### config.mk
export PLATFORM = sky130hd
export DESIGN_NAME = dhoat_hash
export DESIGN_NICKNAME = d
export VERILOG_FILES = /design/src/rtl/core/dhoat_pkg.sv /design/src/rtl/core/dhoat_hash.sv
export SDC_FILE = /design/constraint.sdc
export NUM_CORES = 1
export LEC_CHECK = 0
export BUFFER_PORTS_ARGS = -buffer_cell sky130_fd_sc_hd__buf_2
export CAP_MARGIN = 20
export CORE_UTILIZATION = 36
export CTS_CLUSTER_SIZE = 14
export DETAILED_ROUTE_END_ITERATION = 8
export PLACE_DENSITY_LB_ADDON = 0.1
export RECOVER_POWER = 100
export SYNTH_ARGS = -nofsm -noshare
export SYNTH_HDL_FRONTEND = slang
export SYNTH_SLANG_ARGS = --single-unit
export TNS_END_PERCENT = 5
### constraint.sdc
create_clock -name clk -period 9.9 [get_ports clk]
set_input_delay 0 -clock clk [delete_from_list [all_inputs] [get_ports clk]]
set_output_delay 0 -clock clk [all_outputs]
set_load 0.005 [all_outputs]
### src/rtl/core/dhoat_pkg.sv
// Shared types and constants for the double hash open address table.
package dhoat_pkg;

    localparam logic [6:0] SIZE_RESET = 7'd17;
    localparam int unsigned MULT_START = 53;
    localparam int unsigned MULT_BASE  = 31;

    typedef enum logic [1:0] {
        OP_SEARCH = 2'd0,
        OP_INSERT = 2'd1,
        OP_REMOVE = 2'd2,
        OP_NONE   = 2'd3
    } op_t;

    typedef enum logic [1:0] {
        MARK_FREE = 2'd0,
        MARK_LIVE = 2'd1,
        MARK_TOMB = 2'd2,
        MARK_RSVD = 2'd3
    } mark_t;

    typedef enum logic [2:0] {
        ST_FOUND    = 3'd0,
        ST_MISS     = 3'd1,
        ST_INSERTED = 3'd2,
        ST_UPDATED  = 3'd3,
        ST_REMOVED  = 3'd4,
        ST_FULL     = 3'd5
    } status_t;

    typedef enum logic [2:0] {
        S_IDLE,
        S_CLEAR,
        S_HASH,
        S_STEP,
        S_PROBE,
        S_CHECK,
        S_WRITE,
        S_DONE
    } state_t;

    typedef enum logic [1:0] {
        H_IDLE,
        H_INIT,
        H_BYTE,
        H_SUM
    } hash_state_t;

endpackage

### src/rtl/core/dhoat_hash.sv
// Sequential hash unit: bit-serial modular arithmetic for first hash and probe step.
module dhoat_hash
    import dhoat_pkg::*;
#(
    parameter int KEY_BYTES = 8,
    parameter int IW        = 6
)
(
    input  logic                   clk,
    input  logic                   rst_n,
    input  logic                   start,
    input  logic [8*KEY_BYTES-1:0] key,
    input  logic [3:0]             len,
    input  logic [IW:0]            m,
    output logic                   done,
    output logic [IW-1:0]          h1,
    output logic [IW-1:0]          h2
);

    localparam int SW = 12;
    localparam logic [7:0] START_BITS = 8'(MULT_START);
    localparam logic [7:0] BASE_BITS  = 8'(MULT_BASE);

    hash_state_t    ph_reg, ph_next;
    logic [3:0]     idx_reg, idx_next;
    logic [3:0]     bc_reg, bc_next;
    logic [IW:0]    h_reg, h_next;
    logic [IW:0]    p_reg, p_next;
    logic [IW:0]    a_reg, a_next;
    logic [IW:0]    q_reg, q_next;
    logic [SW-1:0]  s_reg, s_next;
    logic [IW-1:0]  h2_reg, h2_next;
    logic           done_reg, done_next;
    logic [7:0]     kb;
    logic [IW:0]    m1;
    logic [IW:0]    a_dbl, a_add, q_dbl, q_add, h_sum, i_step, r_step;

    // x < 2*mm assumed: one compare and subtract
    function automatic logic [IW:0] fold(input logic [IW+1:0] x, input logic [IW:0] mm);
        logic [IW+1:0] mx;
        mx = (IW+2)'(mm);
        return (x >= mx) ? (IW+1)'(x - mx) : (IW+1)'(x);
    endfunction

    always_comb
    begin
        kb     = key[8*idx_reg[2:0] +: 8];
        m1     = m - 1'b1;
        a_dbl  = fold({a_reg, 1'b0}, m);
        q_dbl  = fold({q_reg, 1'b0}, m);
        a_add  = fold((IW+2)'(a_dbl) + (IW+2)'(kb[bc_reg[2:0]] ? p_reg : '0), m);
        q_add  = fold((IW+2)'(q_dbl) + (IW+2)'(BASE_BITS[bc_reg[2:0]] ? p_reg : '0), m);
        h_sum  = fold((IW+2)'(h_reg) + (IW+2)'(a_add), m);
        i_step = fold({a_reg, START_BITS[bc_reg[2:0]]}, m);
        r_step = fold({a_reg, s_reg[bc_reg]}, m1);
    end

    always_comb
    begin
        ph_next = ph_reg;
        case (ph_reg)
            H_IDLE:  if (start) ph_next = H_INIT;
            H_INIT:  if (bc_reg == 4'd0) ph_next = H_BYTE;
            H_BYTE:  if (bc_reg == 4'd0 && idx_reg + 1'b1 == len) ph_next = H_SUM;
            H_SUM:   if (bc_reg == 4'd0) ph_next = H_IDLE;
            default: ph_next = H_IDLE;
        endcase
    end

    always_comb
    begin
        idx_next  = idx_reg;
        bc_next   = bc_reg;
        h_next    = h_reg;
        p_next    = p_reg;
        a_next    = a_reg;
        q_next    = q_reg;
        s_next    = s_reg;
        h2_next   = h2_reg;
        done_next = 1'b0;
        case (ph_reg)
            H_IDLE:
            begin
                if (start)
                begin
                    idx_next = '0;
                    bc_next  = 4'd7;
                    h_next   = '0;
                    a_next   = '0;
                    s_next   = '0;
                end
            end
            H_INIT:
            begin
                a_next  = i_step;
                bc_next = bc_reg - 1'b1;
                if (bc_reg == 4'd0)
                begin
                    p_next  = i_step;
                    a_next  = '0;
                    q_next  = '0;
                    bc_next = 4'd7;
                end
            end
            H_BYTE:
            begin
                a_next  = a_add;
                q_next  = q_add;
                bc_next = bc_reg - 1'b1;
                if (bc_reg == 4'd0)
                begin
                    h_next   = h_sum;
                    p_next   = q_add;
                    s_next   = s_reg + SW'(kb);
                    idx_next = idx_reg + 1'b1;
                    a_next   = '0;
                    q_next   = '0;
                    bc_next  = 4'd7;
                    if (idx_reg + 1'b1 == len) bc_next = 4'(SW-1);
                end
            end
            H_SUM:
            begin
                a_next  = r_step;
                bc_next = bc_reg - 1'b1;
                if (bc_reg == 4'd0)
                begin
                    h2_next   = IW'(r_step + 1'b1);
                    done_next = 1'b1;
                end
            end
            default: ;
        endcase
    end

    always_ff @(posedge clk or negedge rst_n)
    begin
        if (!rst_n)
        begin
            ph_reg   <= H_IDLE;
            done_reg <= 1'b0;
        end
        else
        begin
            ph_reg   <= ph_next;
            done_reg <= done_next;
        end
    end

    always_ff @(posedge clk)
    begin
        idx_reg <= idx_next;
        bc_reg  <= bc_next;
        h_reg   <= h_next;
        p_reg   <= p_next;
        a_reg   <= a_next;
        q_reg   <= q_next;
        s_reg   <= s_next;
        h2_reg  <= h2_next;
    end

    assign done = done_reg;
    assign h1   = h_reg[IW-1:0];
    assign h2   = h2_reg;

endmodule

# After elaboration in Yosys (flattened, before gate mapping)
# Memories as Yosys holds them, arrays and structs flattened. A register that Yosys moved wholly into a read port is not among the register bits.
# Index checks and enable logic that the tools add are counted.
[totals]
register_bits = 57
romBits = 16
out_inout_bits = 13
memories = 2
[classes]
addsub = 15
n_lt_le_gt_ge = 9
n_eq_ne = 9
shifts = 1
mux = 47
n_reduce_logical = 10
[memory_table]
columns = ["memory", "depth", "word_bits", "rd", "rd_ports_with_merged_regs", "write_ports", "line", "text"]
rows = [
  ["(no name shown)", 8, 1, 1, 1, 0, "dhoat_hash.sv:54", "i_step = fold({a_reg, START_BITS[bc_reg[2:0]]}, m);"],
  ["(no name shown)", 8, 1, 1, 1, 0, "dhoat_hash.sv:52", "q_add = fold((IW+2)'(q_dbl) + (IW+2)'(BASE_BITS[bc_reg[2:0]] ? p_reg : '0), m);"],
]
[ops]
columns = ["op", "count"]
rows = [
  ["$mux 7", 17],
  ["$shiftx 64x7->8", 1],
  ["$ge 8x7->1", 7],
  ["$sub 7x7->7", 7],
  ["$pmux 7 s2", 3],
  ["$pmux 7 s4", 1],
  ["$add 7x7->8", 3],
  ["$mux 12", 2],
  ["$mux 4", 6],
  ["$pmux 12 s2", 1],
  ["$pmux 4 s4", 1],
  ["$add 12x8->12", 1],
  ["$ne 2x2->1 const B", 5],
  ["$mux 2", 4],
  ["$pmux 2 s4", 1],
  ["$pmux 4 s2", 1],
  ["$sub 7x1->7 const B", 1],
  ["$add 6x1->6 const B", 1],
  ["$mux 1", 6],
  ["$mux 3", 2],
  ["$reduce_and 3->1", 2],
  ["$lt 4x5->1 const B", 1],
  ["$add 4x1->4 const B", 1],
  ["$bmux 1 s4", 1],
  ["12 further kinds", 15],
]

# Longest topological paths before layout
# Gate-level depths: netlist (run 1).
[depth]
depth_word = 12
ltp_mapped = 38

# Worst setup path after synthesis (run 1)
# OpenSTA, ideal clock, no wires.
[synth_path]
kind = "reg2reg"
start = "register a_reg[4]"
end = "register h_reg[2] (data pin)"
arrival_time_ns = 7.164
slack_ns = 2.480
path_stages_with_launch = 35
period_less_slack_ns = 7.420
cell_sequence = "edfxtp_1 > ha_1 > clkbuf_1 > a21o_1 > a211oi_1 > o21a_1 > clkbuf_1 > o21ai_0 > ha_1 > nor2b_1 > o31a_1 > o21a_1 > or3_1 > and2_1 > ha_1 > nand4_1 > o221ai_1 > a41o_1 > o21ai_0 > o21a_1 > ha_1 > inv_1 > fa_1 > nor2b_1 > o21ai_0 > a21boi_0 > mux2i_1 > nand2_1 > ha_1 > nor3_1 > o211ai_1 > a22o_1 > or2_2 > clkbuf_1 > o211a_1"
[synth_between]
elab_chain_len = 10
elab_cells_between_ends = 13
[synth_rtl]
columns = ["item", "line", "text"]
rows = [
  ["start, declared", "dhoat_hash.sv:29", "logic [IW:0] a_reg, a_next;"],
  ["start signal, assigned", "dhoat_hash.sv:156", "a_reg <= a_next;"],
  ["$ge 8x7->1 / $sub 7x7->7 (equally long branches)", "dhoat_hash.sv:42", "return (x >= mx) ? (IW+1)'(x - mx) : (IW+1)'(x);"],
  ["$mux 7 (*)", "dhoat_hash.sv:42", ""],
  ["$add 7x7->8 (*)", "dhoat_hash.sv:51", "a_add = fold((IW+2)'(a_dbl) + (IW+2)'(kb[bc_reg[2:0]] ? p_reg : '0), m);"],
  ["$sub 7x7->7 / $ge 8x7->1 (equally long branches)", "dhoat_hash.sv:42", ""],
  ["$mux 7 (*)", "dhoat_hash.sv:42", ""],
  ["$add 7x7->8 (*)", "dhoat_hash.sv:53", "h_sum = fold((IW+2)'(h_reg) + (IW+2)'(a_add), m);"],
  ["$sub 7x7->7 / $ge 8x7->1 (equally long branches)", "dhoat_hash.sv:42", ""],
  ["$mux 7 (*)", "dhoat_hash.sv:42", ""],
  ["$mux 7 (*)", "dhoat_hash.sv:110", "if (bc_reg == 4'd0)"],
  ["$pmux 7 s2 (*)", "dhoat_hash.sv:81", "case (ph_reg)"],
  ["end signal, assigned", "dhoat_hash.sv:154", "h_reg <= h_next;"],
  ["end, declared", "dhoat_hash.sv:27", "logic [IW:0] h_reg, h_next;"],
]
# Every way passes the cells marked *; elsewhere a longest branch is shown, timed or not. The select of a mux whose other input is x is not followed.
# A chain may end at the register's enable or synchronous reset.

# Worst setup path after layout (run 1)
[layout_path]
start = "register idx_reg[0]"
end = "register h_reg[0] (data pin)"
[layout_between]
elab_chain_len = 12
elab_cells_between_ends = 14
[layout_rtl]
columns = ["item", "line", "text"]
rows = [
  ["start, declared", "dhoat_hash.sv:25", "logic [3:0] idx_reg, idx_next;"],
  ["start signal, assigned", "dhoat_hash.sv:152", "idx_reg <= idx_next;"],
  ["$shiftx 64x7->8 (*)", "dhoat_hash.sv:47", "kb = key[8*idx_reg[2:0] +: 8];"],
  ["$bmux 1 s3 (*)", "dhoat_hash.sv:51", ""],
  ["$mux 1 (not written as such) (*)", "dhoat_hash.sv:51", ""],
  ["$mux 7 (*)", "dhoat_hash.sv:51", ""],
  ["$add 7x7->8 (*)", "dhoat_hash.sv:51", ""],
  ["$sub 7x7->7 / $ge 8x7->1 (equally long branches)", "dhoat_hash.sv:42", ""],
  ["$mux 7 (*)", "dhoat_hash.sv:42", ""],
  ["$add 7x7->8 (*)", "dhoat_hash.sv:53", ""],
  ["$sub 7x7->7 / $ge 8x7->1 (equally long branches)", "dhoat_hash.sv:42", ""],
  ["$mux 7 (*)", "dhoat_hash.sv:42", ""],
  ["$mux 7 (*)", "dhoat_hash.sv:110", ""],
  ["$pmux 7 s2 (*)", "dhoat_hash.sv:81", ""],
]
# Marks and branches as above.

==> results of run 1 <==
[cell usage after synthesis, types with 3 or more instances]
cell type and instances:
o21bai_1 3, o21ai_0 46, mux4_2 4, nor3_1 26
and3_1 5, edfxtp_1 54, and2_1 21, ha_1 82
mux2_2 17, xor2_1 12, o311ai_0 7, or3_1 8
mux4_1 16, a31oi_1 5, a41oi_1 3, mux2i_1 35
or2_2 4, xnor2_1 25, nand4_1 7, clkinv_1 3
a21oi_1 54, o21a_1 25, o211ai_1 7, nand2_1 56
o31a_1 11, nor2b_1 25, o31ai_1 5, buf_6 4
fa_1 11, inv_1 64, clkbuf_1 17, nand3_1 17
a2111oi_0 3, a21boi_0 5, dfrtp_1 3, a211oi_1 10
nand2b_1 8, nor2_1 66, buf_4 6, nor3b_1 4
a21o_1 17
[worst paths after layout]
check | slack (ns) | endpoint | start | cells after the start
min reg2reg | 0.58 | ph_reg[1]$_DFFE_PN0P_ | ph_reg[1]$_DFFE_PN0P_ | 1
max reg2reg | 1.34 | h_reg[0]$_SDFFCE_PN0P_ | idx_reg[0]$_SDFFCE_PN0P_ | 32
max | 1.34 | h_reg[0]$_SDFFCE_PN0P_ | idx_reg[0]$_SDFFCE_PN0P_ | 32
max in group asynchronous | 9.24 | ph_reg[0]$_DFFE_PN0P_ | rst_n | 3
min | 0.32 | bc_reg[3]$_DFFE_PN_ | len[2] | 6
min in group asynchronous | 0.53 | ph_reg[1]$_DFFE_PN0P_ | rst_n | 3
[critical path: cells and delay by family, from the launching register on]
family                   cells  cell delay (ns)
flip-flops                   1             0.95
multiplexers                 3             1.39
AO/OA/AOI/OAI               10             2.00
adder cells (fa/ha/maj)      5             1.46
buffers and inverters        3             0.24
AND/OR/NAND/NOR             11             2.24
[final cells by class]
cell class	count	area, sq um	area share, %
clock buffer	9	225	2.63
clock inverter	7	58.8	0.688
inverter	67	251	2.94
multi-input combinational	688	5450	63.7
sequential	59	1740	20.3
tap	270	338	3.95
timing repair buffer	98	493	5.77
[stage by stage]
stage                     hold WS (ns)  worst slack, ns
after floorplan                 -0.296             2.48
after global placement          -0.202             1.61
after detailed placement        -0.201             1.44
after CTS                        0.327             1.40
after global routing             0.368            0.587
final                            0.323             1.34
[cell families after synthesis]
family	count (synthesis)	share of synthesized area (%)
simple gates	256	16.6
xor+xnor	38	4.54
buf+inv	97	5.73
compound gates	229	20.3
mux	72	13.8
fa+ha+maj	93	16.3
flops	59	22.7
[layer usage]
layer,vias to the layer above,track usage (%),part of all wire (%)
met2,100,31.7,46
met4,0,3.71,0.74
li1,3317,-,-
met1,3103,28.3,51
met5,-,0,0
met3,15,2.81,3.0
[what timing repair did]
action | 4_1_cts | 5_1_grt
endpoints found under the hold margin | 3 | 0
setup endpoints to repair | 0 | 0
hold buffers | 2 | 0
==> impl_results.md, run 1 <==
- Crit-path max cell delay: 0.95 ns
- Placeable Area: 20500 sq um
- Final setup TNS: 0 ns
- Rows: 52
- Total track usage: 19.7%
- Initial cell density of the core: 37.3%
- Final Hold Viols: 0
- Iter 0 DRT Violations: 320
- Dominant synthesized flop cell: edfxtp_1
- Failing checks: capacitance limit, slew limit
- Crit share post-route: 86.5%
- Cts bufs inserted: 9
- Insertion delay to the later sink of the worst-skew pair: 0.34 ns
- Most frequent cells in the layout: buf_2 (84), ha_1 (82), nor2_1 (65)
- Setup Buffers After CTS: 0
- CP max stage cell: edfxtp_1
- Netlist cell types: 74
- Top cell type's share of synthesized area: 21.2%
- Die width: 148 um
- Fillers: 2082
- Largest register FFs: 12
- Clock skew: 0.0132 ns
- Design area: 8550 sq um
- Seq cells post-synth: 59
- Max Fclk: 117 MHz
- DIE AREA: 21800 sq um
- Post-synth EDFFs: 54
- Req. time, crit path: 9.94 ns
- Critical path class: register to register
- Sequential share of the synthesized area: 22.7%
- Min Tclk post-route: 8.56 ns
- Clock-pin slew on the worst setup and hold paths: 0.06 ns
- Maximum clock path buffer count: 2
- Number of remaining DRC errors: 0
- DR WL/cell: 17.4 um
- RSZ-0062 raised after global routing: no
- Post-Synthesis Cells: 844
- Share of cells above drive strength 1: 14.2%
- First-pass GRT wire length: 33400 um
- Initial antenna violation count: 0
- Die Ht: 148 um
- Crit Path Max Fanout: 20
- Root buffer cell: clkbuf_16
- Hold crit path type: primary input to register
- Area Growth Syn to Fin: 12.0%
- Largest net degree at the start of global routing: 35
- Diodes inserted: 0
- Cell Area, Synth: 7640 sq um
- Synth area leaders: edfxtp_1 (21%), ha_1 (13%), mux4_1 (5.5%)
- Avg Inst Size Synth: 9.05 sq um
- Final Setup Violations: 0
- Asr flop ratio synth: 5.08%
- ANT nets after route: 0
- Yosys warning total: 0
- Post-Layout Cell Count: 1198
- Number of global-route vias before repair: 6249
- Syn nets: 1015
- GPL Wtd Cong: 0.863
- Placed Cells: 1180
- Leading area contributor after synthesis: edfxtp_1
- Worst setup EP type: register
- Total grt overflow: 0
- H-tree Lvls: 3
- Post_cts resized: 0
- Max-slew violation count: 35
- Top-Level Pins: 91
- Post-DR vias/cell: 5.45
- Fin nets: 1094
- First drt pass iteration count: 5
- Routed WL: 20900 um
- Status: complete, but fails checks
- I/O Buffers: 90
- Core Util, Final: 41.7%
- Crit start category: register
- DPL Wire Length: 16500 um
- Slew @ Worst Pin: 1.63 ns
- Clock sink count: 59
- Slew Limit Headroom: -8.90%
- Most common cell after layout, fill and taps aside: buf_2
- Placed cell area: 8290 sq um
- CTS tree: done
- CP Data Arrival Time: 8.60 ns
- Via Count: 6535
- MaxCap Viol Count: 1
Power of run 1 is not shown: default switching activity piles up to over one toggle a cycle in this logic, so the estimate is an artifact.
==> run 2, diff against run 1 <==
Settings changed: REMOVE_ABC_BUFFERS set to 1.
==> run 2 against run 1 <==
- the run still ends with capacitance limit, slew limit left
- die area unchanged
- via count fell by 0.14%
- flip-flop and latch count is the same
- critical path type unchanged
- highest routed layer unchanged
==> impl_results.md, run 2 (synthesis results as in run 1) <==
- Crit-path max cell delay: 0.97 ns (+0.02 ns)
- Slew Limit Headroom: -13.3% (-4.4 points)
- Root buffer cell: clkbuf_16
- Crit share post-route: 89.2% (+2.8 points)
- Hold crit path type: primary input to register
- Req. time, crit path: 10.00 ns (+0.06 ns)
- Largest net degree at the start of global routing: 35 (unchanged)
- Final Hold Viols: 0 (unchanged)
- Area Growth Syn to Fin: 12.2%
- Failing checks: capacitance limit, slew limit
- Cts bufs inserted: 9 (unchanged)
- Slew @ Worst Pin: 1.70 ns (+0.0655 ns)
- Number of remaining DRC errors: 0 (unchanged)
- MaxCap Viol Count: 2 (+1)
- Number of global-route vias before repair: 6313 (+1.0%)
- FF-to-FF Start: idx_reg[0]$_SDFFCE_PN0P_
- Share of cells above drive strength 1: 14.0% (-0.22 points)
- Clock skew: 0.00884 ns (-0.00437 ns)
- I/O Buffers: 90 (unchanged)
- Largest register FFs: 12 (unchanged)
- Final Setup Violations: 0 (unchanged)
- CP max stage cell: edfxtp_1
- Initial cell density of the core: 37.3% (unchanged)
- Start point of the critical path: idx_reg[0]$_SDFFCE_PN0P_
- ANT nets after route: 0 (unchanged)
- Post_cts resized: 0 (unchanged)
- Routed WL: 21300 um (+2.1%)
- Iter 0 DRT Violations: 331 (+3.4%)
- Top-Level Pins: 91 (unchanged)
- Die Ht: 148 um (unchanged)
- Clock-pin slew on the worst setup and hold paths: 0.06 ns (about the same)
- Die width: 148 um (unchanged)
- Initial antenna violation count: 0 (unchanged)
- GPL Wtd Cong: 0.858 (-0.56%)
- Maximum clock path buffer count: 2 (unchanged)
- Hold_ws: 0.324 ns (+0.000152 ns)
- Total grt overflow: 0 (unchanged)
- RSZ-0062 raised after global routing: no
- CP Data Arrival Time: 8.93 ns (+0.33 ns)
- First drt pass iteration count: 5 (unchanged)
- Diodes inserted: 0 (unchanged)
- Worst setup EP type: register
- CP dominant cell by count: ha_1
- Total track usage: 20.3% (+0.57 points)
- Min Tclk post-route: 8.83 ns (+0.274 ns)
- Clock sink count: 59 (unchanged)
- DR WL/cell: 17.8 um (+2.1%)
- Insertion delay to the later sink of the worst-skew pair: 0.35 ns (about the same)
- Max-slew violation count: 58 (+66%)
- Placeable Area: 20500 sq um (unchanged)
- Status: complete, but fails checks
- Max Fclk: 113 MHz (-3.1%)
- DPL Wire Length: 16800 um (+1.9%)
- CP Buf/Inv Count: 2 (-1)
- Via Count: 6526 (-0.14%)
- Fin nets: 1094 (unchanged)
- H-tree Lvls: 3 (unchanged)
- Most common cell after layout, fill and taps aside: buf_2
- Critical path class: register to register
- First-pass GRT wire length: 34400 um (+3.0%)
- Most frequent cells in the layout: buf_2 (83), ha_1 (82), nor2_1 (65)
- Rows: 52 (unchanged)
- Post-DR vias/cell: 5.45 (-0.14%)
- Crit-path leading delay family: compound AO/OA/AOI/OAI gates
- CTS tree: done
- Final setup TNS: 0 ns (unchanged)
- Hold_sp: len[2]
- Crit start category: register
- DIE AREA: 21800 sq um (unchanged)
- Crit Path Max Fanout: 20 (unchanged)
==> run 2: worst paths after layout <==
path	to	slack (ns)	cells past startpoint
worst min register to register	ph_reg[1]$_DFFE_PN0P_	0.59	1
worst min-delay path	bc_reg[3]$_DFFE_PN_	0.32	6
worst max register to register	h_reg[2]$_SDFFCE_PN0P_	1.07	33
worst max-delay path	h_reg[2]$_SDFFCE_PN0P_	1.07	33
max in group asynchronous	ph_reg[0]$_DFFE_PN0P_	9.25	3
min in group asynchronous	done$_DFF_PN0_	0.51	3
==> run 2: metrics by stage <==
| stage | area [sq um] | instances | worst slack, ns | utilization, % |
|---|---|---|---|---|
| final | 8570 | 1198 | 1.07 | 41.8 |
| after global routing | 8570 | 1198 | 0.446 | 41.8 |
| after CTS | 8620 | 1198 | 1.42 | 42.0 |
| after detailed placement | 8290 | 1180 | 1.47 | 40.4 |
| after global placement | 8290 | 1180 | 1.66 | 40.4 |
| after floorplan | 7450 | 814 | 2.36 | - |
==> run 2: what timing repair did <==
item                                   CTS  global route
hold buffers                             2             0
setup endpoints to repair                0             0
endpoints found under the hold margin    3             0
buffers inserted                         0             0
==> run 2: layout make-up <==
cell class | instances | area [sq um]
Clock inverter | 7 | 83.8
Timing Repair Buffer | 98 | 492
Multi-Input combinational cell | 688 | 5440
Inverter | 67 | 251
Clock buffer | 9 | 225
Sequential cell | 59 | 1740
Fill cell | 2059 | 11900
Tap cell | 270 | 338
==> run 2: routing by layer <==
| layer | track usage (%) | vias up | share of wire [%] |
|---|---|---|---|
| met3 | 2.50 | 10 | 3.2 |
| met4 | 3.87 | 0 | 0.75 |
| met5 | 0 | - | 0 |
| li1 | - | 3312 | - |
| met2 | 32.9 | 108 | 46 |
| met1 | 29.1 | 3096 | 50 |
==> run 2: tightest hold or removal path, stage by stage <==
cell	delay (ns)
buf_2	0.09
xnor2_1	0.06
nand3_1	0.14
a21oi_1	0.08
nor2_1	0.10
nor2_1	0.04
Power of run 2 is left out for the same reason.
==> run 3, diff against run 2 <==
Settings changed: CELL_PAD_IN_SITES_DETAIL_PLACEMENT set to 0, CELL_PAD_IN_SITES_GLOBAL_PLACEMENT set to 1.
==> run 3 against run 2 <==
- the flow still finishes with violations (capacitance limit, slew limit)
- worst hold slack got worse by 0.0092 ns
- die area unchanged
- non-clock buffer count unchanged
- register-to-register slack is essentially flat
- fmax hardly changed
==> impl_results.md, run 3 (synthesis results as in run 1) <==
- Crit start category: register
- Reg2Reg Depth: 33 (unchanged)
- GPL Wtd Cong: 0.863 (+0.57%)
- Number of global-route vias before repair: 6589 (+4.4%)
- Max-slew violation count: 35 (-40%)
- Final Hold Viols: 0 (unchanged)
- Fin nets: 1094 (unchanged)
- Largest register FFs: 12 (unchanged)
- Reg2Reg Capture Point: h_reg[2]$_SDFFCE_PN0P_
- Crit-path leading delay family: compound AO/OA/AOI/OAI gates
- Most common cell after layout, fill and taps aside: buf_2
- Cts bufs inserted: 9 (unchanged)
- Fillers: 2069 (+0.49%)
- Cell count along the critical path: 33 (unchanged)
- Total track usage: 21.1% (+0.79 points)
- Largest net degree at the start of global routing: 35 (unchanged)
- Post-DR vias/cell: 5.59 (+2.6%)
- Area Growth Syn to Fin: 11.8%
- Total grt overflow: 0 (unchanged)
- Clock sink count: 59 (unchanged)
- Crit share post-route: 89.2% (about the same)
- Initial cell density of the core: 37.3% (unchanged)
- Crit Path Max Fanout: 20 (unchanged)
- Routed WL: 22400 um (+4.8%)
- CTS tree: done
- MaxCap Viol Count: 1 (-1)
- Placeable Area: 20500 sq um (unchanged)
- Clock-pin slew on the worst setup and hold paths: 0.06 ns (about the same)
- RSZ-0062 raised after global routing: no
- Req. time, crit path: 9.99 ns (about the same)
- Critical path class: register to register
- Root buffer cell: clkbuf_16
- DR WL/cell: 18.7 um (+4.8%)
- Insertion delay to the later sink of the worst-skew pair: 0.35 ns (about the same)
- Failing checks: capacitance limit, slew limit
- Hold crit path type: primary input to register
- Share of cells above drive strength 1: 14.4% (+0.43 points)
- Min Tclk post-route: 8.83 ns (-0.00393 ns)
- Status: complete, but fails checks
- First-pass GRT wire length: 35400 um (+2.8%)
- First drt pass iteration count: 5 (unchanged)
- CP dominant cell by count: ha_1
- Start point of the critical path: idx_reg[0]$_SDFFCE_PN0P_
- Via Count: 6696 (+2.6%)
- Final setup TNS: 0 ns (unchanged)
- Rows: 52 (unchanged)
- Diodes inserted: 0 (unchanged)
- Final Setup Violations: 0 (unchanged)
- CP Buf/Inv Count: 2 (unchanged)
- Iter 0 DRT Violations: 373 (+13%)
- Slew @ Worst Pin: 1.66 ns (-0.0412 ns)
- Max Fclk: 113 MHz (about the same)
- Slew Limit Headroom: -10.5% (+2.7 points)
- CP Data Arrival Time: 8.92 ns (about the same)
- Area of the multi-input gates: 5440 sq um (unchanged)
- ANT nets after route: 0 (unchanged)
- CP max stage cell: edfxtp_1
- Die width: 148 um (unchanged)
- Die Ht: 148 um (unchanged)
- Crit-path max cell delay: 0.96 ns (about the same)
- Top-Level Pins: 91 (unchanged)
- R2R setup slack: 1.07 ns (about the same)
- Most frequent cells in the layout: buf_2 (85), ha_1 (82), nor2_1 (65)
- Clock skew: 0.0103 ns (+0.00142 ns)
- Number of remaining DRC errors: 0 (unchanged)
- CP endpoint: h_reg[2]$_SDFFCE_PN0P_
- DPL Wire Length: 17900 um (+6.4%)
- FF-to-FF Start: idx_reg[0]$_SDFFCE_PN0P_
- DIE AREA: 21800 sq um (unchanged)
- Flip-flop and latch area: 1740 sq um (unchanged)
- I/O Buffers: 90 (unchanged)
- H-tree Lvls: 3 (unchanged)
- Worst setup EP type: register
- Maximum clock path buffer count: 2 (unchanged)
- Initial antenna violation count: 0 (unchanged)
run 3: area by class of cell:
class | instances | share of cell area [%]
Multi-Input combinational cell | 688 | 63.7
Sequential cell | 59 | 20.3
Timing Repair Buffer | 98 | 5.79
Tap cell | 270 | 3.95
Inverter | 67 | 2.94
Clock buffer | 9 | 2.64
Clock inverter | 7 | 0.615
run 3: timing repair:
item                                    CTS  global route
endpoints found under the setup margin    0             0
hold buffers                              2             0
setup buffers                             0             0
resized for setup                         0             0
endpoints found under the hold margin     3             0
run 3: routing by layer:
layer  part of all wire [%]  up-vias  track usage, %
li1                       -     3310               -
met1                     47     3230            28.7
met2                     48      140            35.6
met3                    3.4       16            2.93
met4                   0.94        0            4.43
met5                      0        -               0
run 3: per-stage QoR:
stage | worst slack, ns | hold slack [ns] | instance area, sq um | utilization (%) | std cells
final | 1.07 | 0.314 | 8540 | 41.7 | 1198
after global routing | 0.349 | 0.364 | 8540 | 41.7 | 1198
after CTS | 1.42 | 0.314 | 8580 | 41.9 | 1198
after detailed placement | 1.46 | -0.202 | 8290 | 40.4 | 1180
after global placement | 1.67 | -0.205 | 8290 | 40.4 | 1180
after floorplan | 2.36 | -0.296 | 7450 | - | 814
run 3: worst min path at each step:
stage | endpoint | slack (ns) | cells after the start | from
6_report | bc_reg[3]$_DFFE_PN_ | 0.31 | 6 | len[2]
5_1_grt | bc_reg[3]$_DFFE_PN_ | 0.36 | 6 | len[2]
4_1_cts | bc_reg[3]$_DFFE_PN_ | 0.31 | 6 | len[2]
3_5_place_dp | ph_reg[1]$_DFFE_PN0P_ | -0.20 | 1 | rst_n
3_3_place_gp | ph_reg[1]$_DFFE_PN0P_ | -0.20 | 1 | rst_n
2_1_floorplan | done$_DFF_PN0_ | -0.30 | 0 | rst_n
run 3: worst min-delay path: cells and delay by family:
kind                   cells  cell delay [ns]
AND/OR/NAND/NOR            3             0.27
buffers and inverters      1             0.08
AO/OA/AOI/OAI              1             0.08
XOR/XNOR                   1             0.06
Power of run 3 is left out for the same reason.
